<file path="src/design/qph_ram.sv">
// qph_ram: generic single-write, single-read synchronous ram with
// registered read data. no package dependency.

module qph_ram #(
  parameter int unsigned Width = 8,
  parameter int unsigned Depth = 16
) (
  input  logic                     clk_i,
  input  logic                     we_i,
  input  logic [$clog2(Depth)-1:0] waddr_i,
  input  logic [Width-1:0]         wdata_i,
  input  logic                     re_i,
  input  logic [$clog2(Depth)-1:0] raddr_i,
  output logic [Width-1:0]         rdata_o
);

  logic [Width-1:0] mem_q [Depth];
  logic [Width-1:0] rdata_q;

  always_ff @(posedge clk_i) begin
    if (we_i) begin
      mem_q[waddr_i] <= wdata_i;
    end
    if (re_i) begin
      rdata_q <= mem_q[raddr_i];
    end
  end

  assign rdata_o = rdata_q;

endmodule

</file>
<file path="config.mk">
export PLATFORM = sky130hd
export DESIGN_NAME = qph_ram
export DESIGN_NICKNAME = d
export VERILOG_FILES = /design/src/design/qph_ram.sv
export SDC_FILE = /design/constraint.sdc
export NUM_CORES = 1
export LEC_CHECK = 0
export ABC_AREA = 1
export BUFFER_PORTS_ARGS = -buffer_cell sky130_fd_sc_hd__buf_2
export CELL_PAD_IN_SITES_DETAIL_PLACEMENT = 2
export CELL_PAD_IN_SITES_GLOBAL_PLACEMENT = 2
export CORE_ASPECT_RATIO = 1.75
export CORE_MARGIN = 2
export CORE_UTILIZATION = 41
export DETAILED_ROUTE_END_ITERATION = 12
export PLACE_DENSITY_LB_ADDON = 0.1
export SETUP_SLACK_MARGIN = 0.5
export SYNTH_ARGS = -nofsm -noshare
export SYNTH_HDL_FRONTEND = slang
export SYNTH_SLANG_ARGS = --single-unit
</file>
<file path="constraint.sdc">
create_clock -name clk_i -period 1.5 [get_ports clk_i]
set_input_delay 0.3 -clock clk_i [delete_from_list [all_inputs] [get_ports clk_i]]
set_output_delay 0.3 -clock clk_i [all_outputs]
set_load 0.02 [all_outputs]
</file>
* After elaboration in Yosys (flattened, before gate mapping)
Memory sizes are Yosys's and may differ from the RTL's. A register that Yosys moved wholly into a read port is not among the register bits.
Index checks and enable logic that the tools add are counted.
** Operators by class
- Add/sub/neg operators :: 0
- Multiply operators :: 0
- Divide/modulo/power cells :: 0
- $lt $le $gt $ge :: 0
- Equality and inequality tests :: 0
- Shift-type cells :: 0
- Mux-type cells :: 2
- Bitwise gates (word level) :: 0
- Reduce and logical (&&, ||, !) cells :: 0
** Operators by type and width (count)
- $mux 1 :: 2
** Storage, ports and cells
- Register bits after elaboration :: 0
- Latch bits :: 0
- Memory bits (writable) :: 128
- ROM bits :: 0
- Input bits :: 19
- Memories :: 1
** Memories
- mem_q :: depth 16, width 8, rd ports 1, clocked after Yosys merged registers in 1, wr ports 1, line 17 : logic [Width-1:0] mem_q [Depth];

* Logic depth before layout (Yosys ltp)
- Word-level depth :: 2
- Depth in mapped cells :: 8

* Worst setup path after synthesis
Ideal clock, no wire load.
- Kind :: input-to-reg
- Start :: input port waddr_i[2]
- End :: memory mem_q[10][0] (enable)
- Arrival :: 0.881 ns
- Slack :: 0.249 ns
- Cell stages on the path :: 2
- Cell sequence :: nand3b_1 nor2_1
** RTL lines
- start: declaration :: line 10 : input logic [$clog2(Depth)-1:0] waddr_i,
- end: declaration :: line 17
No word-level cell before the write port.

* Final worst setup path
- Start :: register rdata_q[3] (netlist: rdata_o[3]) (read register of mem_q)
- End :: output port rdata_o[3]
** RTL lines
- start: declaration :: line 18 : logic [Width-1:0] rdata_q;
- end: declaration :: line 14 : output logic [Width-1:0] rdata_o
No word-level cell between the ends.

==> results.yml <==
status:
  status: "finished, final reports clean"
worst_hold_path:
  holdCritPathClass: "input pin to flip-flop"
  hold-path-endpoint: "rdata_o[1]"
  hold_start: "re_i"
  hold_depth: 1
global_routing:
  grt_pass1_vias: 4594
  grt_busiest_layer: "met2"
  gr-usage-met3_pct: 3.39
  gr-usage-met2_pct: 44.7
  grt_start_max_net_pins: 50
  grt-ovfl-total: 0
  gr-usage-all-layers_pct: 24.3
  grt.met1_usage_pct: 28.0
  grt_pass1_wl_um: 26500
  antenna_found_initial: 0
critical_path:
  r2r_end: "rdata_o[1]"
  worstSetupStartpointType: "flip-flop"
  path_delay_family: "flip-flops"
  rrSetupSlack_ps: 370
  required_ps: 1200
  r2r_start: "mem_q[14][1]"
  critPathMaxStageDelay_ps: 430
  r2r_cells: 6
  crit_type: "flip-flop to primary output"
  crit_path_end_kind: "primary output"
  worstPathMaxFanout: 1
  crit_chain: "buf_6"
  arrival_ps: 1010
  path_buf_inv: 1
  slowest_stage: "edfxtp_1"
logic_synthesis:
  ys.flop_type: "edfxtp_1"
  synth_commonest_cells: "nand2_1, edfxtp_1, inv_1, nand3_1, nor2_1"
  synth_area_leaders: "edfxtp_1, nand2_1, nand3_1"
  synth-edff-count: 136
  ys_seq_area_share_pct: 69.8
  netlist_area_um2: 5850
  yosys_warnings: 0
  syn_avg_cell_area_um2: 10.6
  synth.distinct_cells: 11
  synthArstFlopShare_pct: 0
  synthCells: 551
  synth_most_common_cell: "nand2_1"
  yosysTopAreaCell: "edfxtp_1"
  synth_nets: 570
  yosys_register_bits: 136
  yosysTopAreaCellShare_pct: 69.8
finish:
  nFillCells: 1352
  register_area_um2: 4080
  fin_area_um2: 7480
  drive_gt1_share_pct: 34.3
  antenna_cells: 0
  layout.nets: 612
  multiInputGateArea_um2: 1750
  area_growth_pct: 27.9
sta:
  hold_violations: 0
  rsz0062_at_grt: "true"
  min_period_over_period_pct: 87.3
  worst_slack_ps: 190
  tightest_slew_ps: 555
  drv_slew: 0
  fmax_ghz: 0.764
  setup_violations: 0
  period_needed_ps: 1310
  whs_ps: 254
  skew_ps: 10.5
  slew_headroom_pct: 63.0
pwr:
  total_power_mw: 9.29
  p_leak_nw: 3.13
  p_int_mw: 7.00
  p_sw_mw: 2.30
  comb_power_share_pct: 7.9
  seq_power_share_pct: 46.4
  ir_worst_vdd_mv: 1.26
  clockPowerShare_pct: 45.7
  powerDensity_nw_per_um2: 1240
  swShare_pct: 24.7
placement:
  dp_hpwl_um: 10700
  dp_worst_setup_slack_ps: -44.4
  placed_area_um2: 6450
  numPortBuffers: 26
  gp_congestion: 0.759
clock_network:
  insertion_delay_ps: 420
  cts.root.buffer_cell: "clkbuf_16"
  cts_buffers: 17
  clock-sinks: 136
  cts_tree: "done"
  htreeDepth: 4
  clk_pin_slew_ps: 60
  clockBufferDepth: 2
floorplan:
  core_um2: 13900
  start_util_pct: 42.0
  die_height_um: 162
  die_x_um: 94.3
  rows: 57
  io-pin-count: 27
  dieArea_um2: 15300
detailed_routing:
  dr.pass1.iters: 4
  via_count: 4062
  wire_per_inst_um: 22.5
  viasPerCell: 5.19
  ant_nets: 0
  drt_iter0_drc: 192
  wirelength_um: 17600
  drcViolationCount: 0
flow_run:
  drv_cap: 0
==> through the flow <==
step           utilization, %  instances  TNS [ps]
2_1_floorplan               -        551         0
6_report                 53.8        783         0
3_5_place_dp             46.4        750      -115
5_1_grt                  53.8        783         0
3_3_place_gp             46.4        750     -22.4
4_1_cts                  51.9        783         0
==> worst max path at each step <==
stage / from / end / slack, ps / depth (start not counted)
final: rdata_o[3] / rdata_o[3] / 190 / 1
after global routing: rdata_o[1] / rdata_o[1] / 170 / 1
after detailed placement: raddr_i[0] / rdata_o[7] / -40 / 7
after floorplan: waddr_i[2] / mem_q[10][0] / 330 / 2
after CTS: rdata_o[0] / rdata_o[0] / 180 / 1
after global placement: raddr_i[0] / rdata_o[7] / -20 / 7
==> what timing repair did <==
action	CTS	global route
setup endpoints to repair	42	46
pin swaps	41	37
setup buffers	1	0
hold buffers	0	0
resized for setup	45	63
==> logic make-up after synthesis <==
logic type	Yosys count	share of synthesized area (%)
DFF	136	69.8
and+or+nand+nor	289	20.8
buffers and inverters	126	9.39
==> state kept, by name, summed over array words and instances, names as in the netlist <==
register  cells
mem_q       128
rdata_o       8
==> power by group through the flow <==
stage | sequential, mW | clock (mW) | combinational, mW
after floorplan | 4.40 | 0 | 0.356
after global placement | 4.38 | 0 | 0.593
after detailed placement | 4.39 | 0 | 0.615
after CTS | 4.31 | 4.32 | 0.678
after global routing | 4.32 | 4.45 | 0.795
final | 4.32 | 4.24 | 0.733
==> cells in the final DEF, fill, tap and decap left out <==
cell         n
buf_12       9
buf_2       19
buf_4       11
buf_6        8
bufinv_16    2
clkbuf_16   17
clkinv_2     3
clkinv_4     4
edfxtp_1   136
inv_1       92
inv_2        7
inv_4        3
inv_6        5
inv_8        1
nand2_1    142
nand2_2     30
nand2_4      1
nand3_1     26
nand3_2     70
nand3_4      1
nand3b_1     2
nor2_2       8
nor2_4       9
==> layer usage <==
metal | wire, µm | vias up
li1 | - | 1866
met1 | 6900 | 2113
met2 | 10000 | 61
met3 | 328 | 22
met4 | 408 | 0
met5 | 0 | -
==> layout make-up <==
| cell class | count | area share [%] |
|---|---|---|
| Clock buffer | 17 | 5.69 |
| Clock inverter | 15 | 2.21 |
| Inverter | 102 | 5.22 |
| Multi-Input combinational cell | 289 | 23.3 |
| Sequential cell | 136 | 54.6 |
| Tap cell | 177 | 2.96 |
| Timing Repair Buffer | 47 | 5.99 |
No activity file was read; power rests on OpenSTA's default activity.
