--- src/design/qph_pkg.sv ---
// qph_pkg: shared constants, codes and transaction types for the
// quadratic probe hash table core. depends on nothing.

package qph_pkg;

  // table geometry
  localparam int unsigned TableSize = 127;                 // prime slot count
  localparam int unsigned SlotW     = $clog2(TableSize);
  localparam int unsigned StepW     = $clog2(TableSize + 1);
  localparam int unsigned HalfLoad  = TableSize / 2;

  // field widths
  localparam int unsigned KeyW      = 32;
  localparam int unsigned ValueW    = 32;
  localparam int unsigned RankW     = 7;
  localparam int unsigned ByteCount = KeyW / 8;
  localparam int unsigned EntryW    = 2 + KeyW + ValueW;
  localparam int unsigned CmpW      = ((SlotW > RankW) ? SlotW : RankW) + 1;

  typedef enum logic [2:0] {
    KindInsert   = 3'd0,
    KindRemove   = 3'd1,
    KindFind     = 3'd2,
    KindRetrieve = 3'd3,
    KindClear    = 3'd4
  } kind_e;

  typedef enum logic [1:0] {
    StatusNew  = 2'd0,
    StatusHit  = 2'd1,
    StatusMiss = 2'd2,
    StatusFull = 2'd3
  } status_e;

  typedef enum logic [1:0] {
    TagFree = 2'd0,
    TagDead = 2'd1,
    TagLive = 2'd2
  } tag_e;

  typedef struct packed {
    logic [2:0]        kind;
    logic [KeyW-1:0]   key;
    logic [ValueW-1:0] value;
    logic [RankW-1:0]  rank;
  } req_t;

  typedef struct packed {
    logic [1:0]        status;
    logic [KeyW-1:0]   found_key;
    logic [ValueW-1:0] found_value;
    logic [6:0]        slot;
    logic [5:0]        active_total;
  } rsp_t;

  typedef struct packed {
    logic [1:0]        tag;
    logic [KeyW-1:0]   key;
    logic [ValueW-1:0] value;
  } entry_t;

endpackage

--- src/design/qph_mod.sv ---
// qph_mod: home slot unit, key mod table size, one key byte per cycle
// by shift-and-reduce. depends on qph_pkg.

module qph_mod
  import qph_pkg::*;
(
  input  logic             clk_i,
  input  logic             rst_ni,
  input  logic             start_i,
  input  logic [KeyW-1:0]  key_i,
  output logic             done_o,
  output logic [SlotW-1:0] rem_o
);

  localparam int unsigned XW   = SlotW + 8;
  localparam int unsigned CntW = $clog2(ByteCount + 1);

  logic [KeyW-1:0]  key_q;
  logic [SlotW-1:0] acc_q;
  logic [CntW-1:0]  cnt_q;
  logic             busy_q;
  logic             done_q;
  logic [XW-1:0]    x;

  // acc * 256 + byte stays below 256 * TableSize, so eight restoring steps finish it
  always_comb begin
    x = {acc_q, key_q[KeyW-1 -: 8]};
    for (int j = 7; j >= 0; j--) begin
      if (x >= (XW'(TableSize) << j)) begin
        x = x - (XW'(TableSize) << j);
      end
    end
  end

  always_ff @(posedge clk_i or negedge rst_ni) begin
    if (!rst_ni) begin
      key_q  <= '0;
      acc_q  <= '0;
      cnt_q  <= '0;
      busy_q <= 1'b0;
      done_q <= 1'b0;
    end else begin
      done_q <= 1'b0;
      if (start_i) begin
        key_q  <= key_i;
        acc_q  <= '0;
        cnt_q  <= CntW'(ByteCount);
        busy_q <= 1'b1;
      end else if (busy_q) begin
        acc_q <= x[SlotW-1:0];
        key_q <= key_q << 8;
        cnt_q <= cnt_q - 1'b1;
        if (cnt_q == CntW'(1)) begin
          busy_q <= 1'b0;
          done_q <= 1'b1;
        end
      end
    end
  end

  assign done_o = done_q;
  assign rem_o  = acc_q;

endmodule

--- config.mk ---
export PLATFORM = sky130hd
export DESIGN_NAME = qph_mod
export DESIGN_NICKNAME = d
export VERILOG_FILES = /design/src/design/qph_pkg.sv /design/src/design/qph_mod.sv
export SDC_FILE = /design/constraint.sdc
export NUM_CORES = 1
export LEC_CHECK = 0
export ABC_AREA = 1
export BUFFER_PORTS_ARGS = -buffer_cell sky130_fd_sc_hd__clkbuf_2
export CAP_MARGIN = 5
export CORE_MARGIN = 5
export CORE_UTILIZATION = 55
export CTS_CLUSTER_SIZE = 40
export DETAILED_ROUTE_END_ITERATION = 8
export GPL_TIMING_DRIVEN = 0
export PLACE_DENSITY = 0.72
export SETUP_SLACK_MARGIN = 0.4
export SYNTH_ARGS = -nofsm -noshare
export SYNTH_HDL_FRONTEND = slang
export SYNTH_SLANG_ARGS = --single-unit
export TNS_END_PERCENT = 30
--- constraint.sdc ---
create_clock -name clk_i -period 9.3 [get_ports clk_i]
set_input_delay 0.93 -clock clk_i [delete_from_list [all_inputs] [get_ports clk_i]]
set_output_delay 0.93 -clock clk_i [all_outputs]
set_load 0.005 [all_outputs]
---- Word level (Yosys, flattened, before mapping) ----
Cells that the tools add are included.
storage, ports and cells
  word-level logic and storage cells ...... 44
  input bits .............................. 35
  register bits after elaboration ......... 44
  output and inout bits ................... 8
cells by class
  mux-type cells .......................... 20
  order comparisons ....................... 8
  reduce and logical (&&, ||, !) cells .... 1
  eq/ne operators ......................... 1
  add/subtract/negate cells ............... 9
operators by type and width
  cell                                                   count
  2-to-1 mux 15 bit                                      7
  2-to-1 mux 32 bit                                      2
  2-to-1 mux 7 bit                                       3
  >= comparator 15 x 10 -> 1 bit, second input constant  1
  >= comparator 15 x 11 -> 1 bit, second input constant  1
  >= comparator 15 x 12 -> 1 bit, second input constant  1
  >= comparator 15 x 13 -> 1 bit, second input constant  1
  >= comparator 15 x 14 -> 1 bit, second input constant  1
  >= comparator 15 x 7 -> 1 bit, second input constant   1
  >= comparator 15 x 8 -> 1 bit, second input constant   1
  >= comparator 15 x 9 -> 1 bit, second input constant   1
  subtractor 15 x 10 -> 15 bit, second input constant    1
  subtractor 15 x 11 -> 15 bit, second input constant    1
  subtractor 15 x 12 -> 15 bit, second input constant    1
  subtractor 15 x 13 -> 15 bit, second input constant    1
  subtractor 15 x 14 -> 15 bit, second input constant    1
  subtractor 15 x 8 -> 15 bit, second input constant     1
  subtractor 15 x 9 -> 15 bit, second input constant     1
  subtractor 7 bit, second input constant                1
  2-to-1 mux 1 bit                                       6
  2-to-1 mux 3 bit                                       2
  == test 3 x 1 -> 1 bit, second input constant          1
  subtractor 3 x 1 -> 3 bit, second input constant       1
  nonzero test 2 bit                                     1

---- Depth between registers and ports, before layout ----
  word-level depth ........................ 18
  depth in mapped cells ................... 63
  depth with buffers taken out ............ 61

---- Least setup slack after synthesis ----
No wires, ideal clock.
  path type ............................... flip-flop to flip-flop
  start point ............................. register acc_q[0], in the netlist rem_o[0]
  end point ............................... register acc_q[4], in the netlist rem_o[4]
  arrival ................................. 6576 ps
  setup time .............................. 116 ps
  required time ........................... 9184 ps
  cell stages (with the launch flop) ...... 59
  setup slack ............................. 2607 ps
  period minus slack after synthesis ...... 6693 ps
  buffers on the path ..................... 4
  cell sequence ........................... dfrtp_1 -> ha_1 -> nand2_1 -> inv_2 -> a21oi_2 -> buf_2 -> nand3_1 -> nand2_1 -> nand2_2 -> nor2_4 -> nand2_4 -> nand3_1 -> nand2_1 -> ha_1 -> inv_1 -> nor2_1 -> nand2_2 -> nor2_2 -> (+23 left out) -> nand2_1 -> nand2_2 -> ha_1 -> nand3_1 -> nor2_2 -> nand3_2 -> nand2_2 -> nor2_4 -> nand2_1 -> and2_1 -> ha_1 -> nand3_1 -> nor2_2 -> nand3_2 -> nand3_4 -> a21oi_1 -> nand2_1 -> nand2_1
between the ends
  longest elaborated chain between the ends .. 18
  elaborated cells on any way between the ends .. 26
  classes of those cells .................. add/sub: 8; order compare: 8; mux: 10
ends and longest elaborated chain
  element                                                                                RTL line                      RTL
  start: declaration                                                                     qph_mod.sv:19                 logic [SlotW-1:0] acc_q;
  start signal: assignment                                                               qph_mod.sv:50                 acc_q <= x[SlotW-1:0];
  subtractor 15 x 14 -> 15 bit / >= comparator 15 x 14 -> 1 bit (equally long branches)  qph_mod.sv:30, qph_mod.sv:29
  2-to-1 mux 15 bit *                                                                    qph_mod.sv:29                 if (x >= (XW'(TableSize) << j)) begin
  subtractor 15 x 13 -> 15 bit / >= comparator 15 x 13 -> 1 bit (equally long branches)  qph_mod.sv:30, qph_mod.sv:29
  2-to-1 mux 15 bit *                                                                    qph_mod.sv:29
  subtractor 15 x 12 -> 15 bit / >= comparator 15 x 12 -> 1 bit (equally long branches)  qph_mod.sv:30, qph_mod.sv:29
  2-to-1 mux 15 bit *                                                                    qph_mod.sv:29
  subtractor 15 x 11 -> 15 bit / >= comparator 15 x 11 -> 1 bit (equally long branches)  qph_mod.sv:30, qph_mod.sv:29
  2-to-1 mux 15 bit *                                                                    qph_mod.sv:29
  (+2 left out)                                                                          -
  subtractor 15 x 9 -> 15 bit / >= comparator 15 x 9 -> 1 bit (equally long branches)    qph_mod.sv:30, qph_mod.sv:29
  2-to-1 mux 15 bit *                                                                    qph_mod.sv:29
  subtractor 15 x 8 -> 15 bit / >= comparator 15 x 8 -> 1 bit (equally long branches)    qph_mod.sv:30, qph_mod.sv:29
  2-to-1 mux 15 bit *                                                                    qph_mod.sv:29
  >= comparator 15 x 7 -> 1 bit / subtractor 7 bit (equally long branches)               qph_mod.sv:29, qph_mod.sv:30
  2-to-1 mux 7 bit *                                                                     qph_mod.sv:29
  2-to-1 mux 7 bit *                                                                     qph_mod.sv:49                 end else if (busy_q) begin
  2-to-1 mux 7 bit *                                                                     qph_mod.sv:44                 if (start_i) begin
Every way passes the cells marked *; elsewhere a longest branch is shown, timed or not. The select of a mux whose other input is x is not followed.
A chain may end at the register's enable or synchronous reset.

---- Worst setup path in the final report ----
Same ends and word-level chain as after synthesis.

==> impl_metrics.py <==
metrics = {
    "clocking": {
        "clk_path_buf_depth": 2,
        "cts_resized": 0,
        "cts_num_sinks": 44,
        "clk-insertion-delay-late_ps": 290,
        "root_buffer": "clkbuf_8",
        "clkTransAtPathRegs_ps": 90,
        "cts_hold_buf": 0,
        "cts_tree": "built",
        "postCtsSetupRepairBufs": 0,
        "cts_buffers": 5,
        "h-tree-depth": 2,
    },
    "worst_setup_path": {
        "cp.required_ps": 9490,
        "critPathMostFrequentCell": "nand2_1",
        "cp.arrival_ps": 8100,
        "crit_type": "flip-flop to flip-flop",
        "path_max_fanout": 10,
        "cpPeakStageDelay_ps": 450,
        "crit_slowest_cell": "dfrtp_1",
        "worstSetupStartpointType": "flip-flop",
        "cp-end-kind": "flip-flop",
    },
    "detailed_routing": {
        "num_vias": 5081,
        "antenna_left": 0,
        "drc": 0,
        "wirelength_um": 12100,
        "vias_per_cell": 5.31,
        "wl_per_cell_um": 12.7,
        "drt_pass1_iterations": 5,
        "drtIter0Drc": 202,
    },
    "floorplan": {
        "die_x_um": 105,
        "die_h_um": 105,
        "start_util_pct": 56.6,
        "io_pins": 43,
        "die-area_um2": 11000,
        "core_um2": 8760,
        "rows": 34,
    },
    "synthesis": {
        "ys_seq_elements": 44,
        "synth_area_um2": 4960,
        "synthesis.nets": 845,
        "synth_edf_count": 0,
        "async_flop_share_pct": 100,
        "ys.flop_type": "dfrtp_1",
        "yosysTopAreaCell": "dfrtp_1",
        "ys_warn_count": 0,
        "synth.area.top_cells": "dfrtp_1 (22%), nand2_1 (22%), nand3_1 (9.1%)",
        "synth_cell_types": 41,
        "synth.avg_cell_area_um2": 6.20,
        "synth.top_cell.area_share_pct": 22.2,
        "seq_area_frac_synth_pct": 22.2,
        "synthCells": 800,
    },
    "global_routing": {
        "grt_pass1_wl_um": 21100,
        "grt_start_max_net_pins": 45,
        "grt_pass1_vias": 4770,
        "grt_usage_pct": 22.0,
        "gr-total-overflow": 0,
        "antenna_found_initial": 0,
    },
    "layout": {
        "antenna_cells": 0,
        "fin_nets": 893,
        "final_common_cell": "nand2_1",
        "n_fill_cell": 834,
        "syn2layout_area_growth_pct": 8.75,
        "drive_above_1_share_pct": 17.8,
        "layout_common_cells": "nand2_1 (289), nand3_1 (90), inv_1 (87)",
    },
    "timing": {
        "max_slew_margin_pct": 29.8,
        "grt_setup_unrepaired": "no",
        "min_period_ps": 7910,
        "finalHoldViolCount": 0,
        "setup_viol": 0,
        "tns_ps": 0,
        "worst_slew_pin_slew_ps": 1050,
        "drv_slew": 0,
        "finalClockSkew_ps": 9.82,
        "fin_crit_sh_pct": 85.0,
        "fmax_mhz": 126,
    },
    "outcome": {
        "outcome": "completed",
    },
    "place": {
        "dp_hpwl_um": 9740,
        "place_congestion": 0.867,
        "port_buffers": 41,
    },
    "flow_run": {
        "max_cap_violations": 0,
    },
    "hold_path": {
        "hp-class": "flip-flop to flip-flop",
    },
}
-- layout make-up --
| class | instances | area [µm²] | share of cell area (%) |
|---|---|---|---|
| multi-input cells | 638 | 3380 | 62.6 |
| clock inverters | 1 | 7.51 | 0.139 |
| well taps | 108 | 135 | 2.51 |
| inverters | 101 | 382 | 7.07 |
| plain buffers | 17 | 98.8 | 1.83 |
| repair buffers | 41 | 205 | 3.80 |
| clock buffers | 7 | 86.3 | 1.60 |
| flip-flops and latches | 44 | 1100 | 20.4 |
-- logic make-up (layout without fill, tap and decap cells) --
group / count (synthesis) / count (layout) / synth area share (%)
compound gates: 70 / 70 / 9.03
xor+xnor: 19 / 19 / 3.36
fa+ha+maj: 10 / 10 / 2.52
buf+inv: 118 / 167 / 9.69
flops: 44 / 44 / 22.2
simple gates: 539 / 539 / 53.2
-- synth_stat cells, types with 3 or more instances --
cell	n
xor2_1	15
nand3_2	11
ha_1	10
nor2_1	51
clkbuf_1	11
nand3b_1	8
a21oi_1	9
clkinv_1	3
nand2_2	30
nand3_1	90
o211ai_1	8
nand2_4	5
inv_1	87
dfrtp_1	44
nand2_1	289
nor2_4	11
inv_2	10
o21ai_1	5
a22oi_1	17
nand3_4	5
nand4_1	12
buf_6	4
nor3_1	3
o21ai_0	24
xnor2_1	4
nor2_2	16
-- final timing paths --
| path | start | end | slack (ps) | cells past startpoint |
|---|---|---|---|---|
| worst max register to register | rem_o[0]$_DFFE_PN0P_ | rem_o[4]$_DFFE_PN0P_ | 1390 | 58 |
| max in group asynchronous | rst_ni | key_q[28]$_DFFE_PN0P_ | 7840 | 1 |
| min in group asynchronous | rst_ni | cnt_q[0]$_DFFE_PN0P_ | 810 | 1 |
| worst min register to register | key_q[15]$_DFFE_PN0P_ | key_q[23]$_DFFE_PN0P_ | 490 | 2 |
| worst max-delay path | rem_o[0]$_DFFE_PN0P_ | rem_o[4]$_DFFE_PN0P_ | 1390 | 58 |
| worst min-delay path | key_q[15]$_DFFE_PN0P_ | key_q[23]$_DFFE_PN0P_ | 490 | 2 |
-- per-stage QoR --
stage          hold slack (ps)  area [µm²]  utilization [%]  worst slack [ps]  cells
3_3_place_gp               462        5300             60.5              1630    949
5_1_grt                    529        5390             61.6               648    957
4_1_cts                    495        5390             61.6              1410    957
6_report                   490        5390             61.6              1390    957
3_5_place_dp               472        5300             60.5              1480    949
2_1_floorplan              450        4960                -              2610    800
-- layer usage --
metal	wire [µm]	up-vias	GRT usage [%]	part of all wire [%]
li1	-	2654	-	-
met1	5860	2326	30.6	48
met2	5800	95	37.9	48
met3	424	6	2.34	3.5
met4	55	0	2.83	0.45
met5	0	-	0	0
-- registers in the layout (all words and copies together) (netlist names) --
signal and flops:
cnt_q 3, busy_q 1, rem_o 7, done_o 1, key_q 32
-- worst max-delay path, delay by kind of cell, from the launching register on --
| family | cells | cell delay [ps] |
|---|---|---|
| AOI/OAI and AO/OA | 3 | 530 |
| adders and majority gates | 5 | 1090 |
| buffers and inverters | 7 | 900 |
| DFF | 1 | 450 |
| and+or+nand+nor | 43 | 4780 |
Power is left out: the tool's default activity adds up to more than one toggle a clock period on the data nets, which glitch-free logic cannot reach.
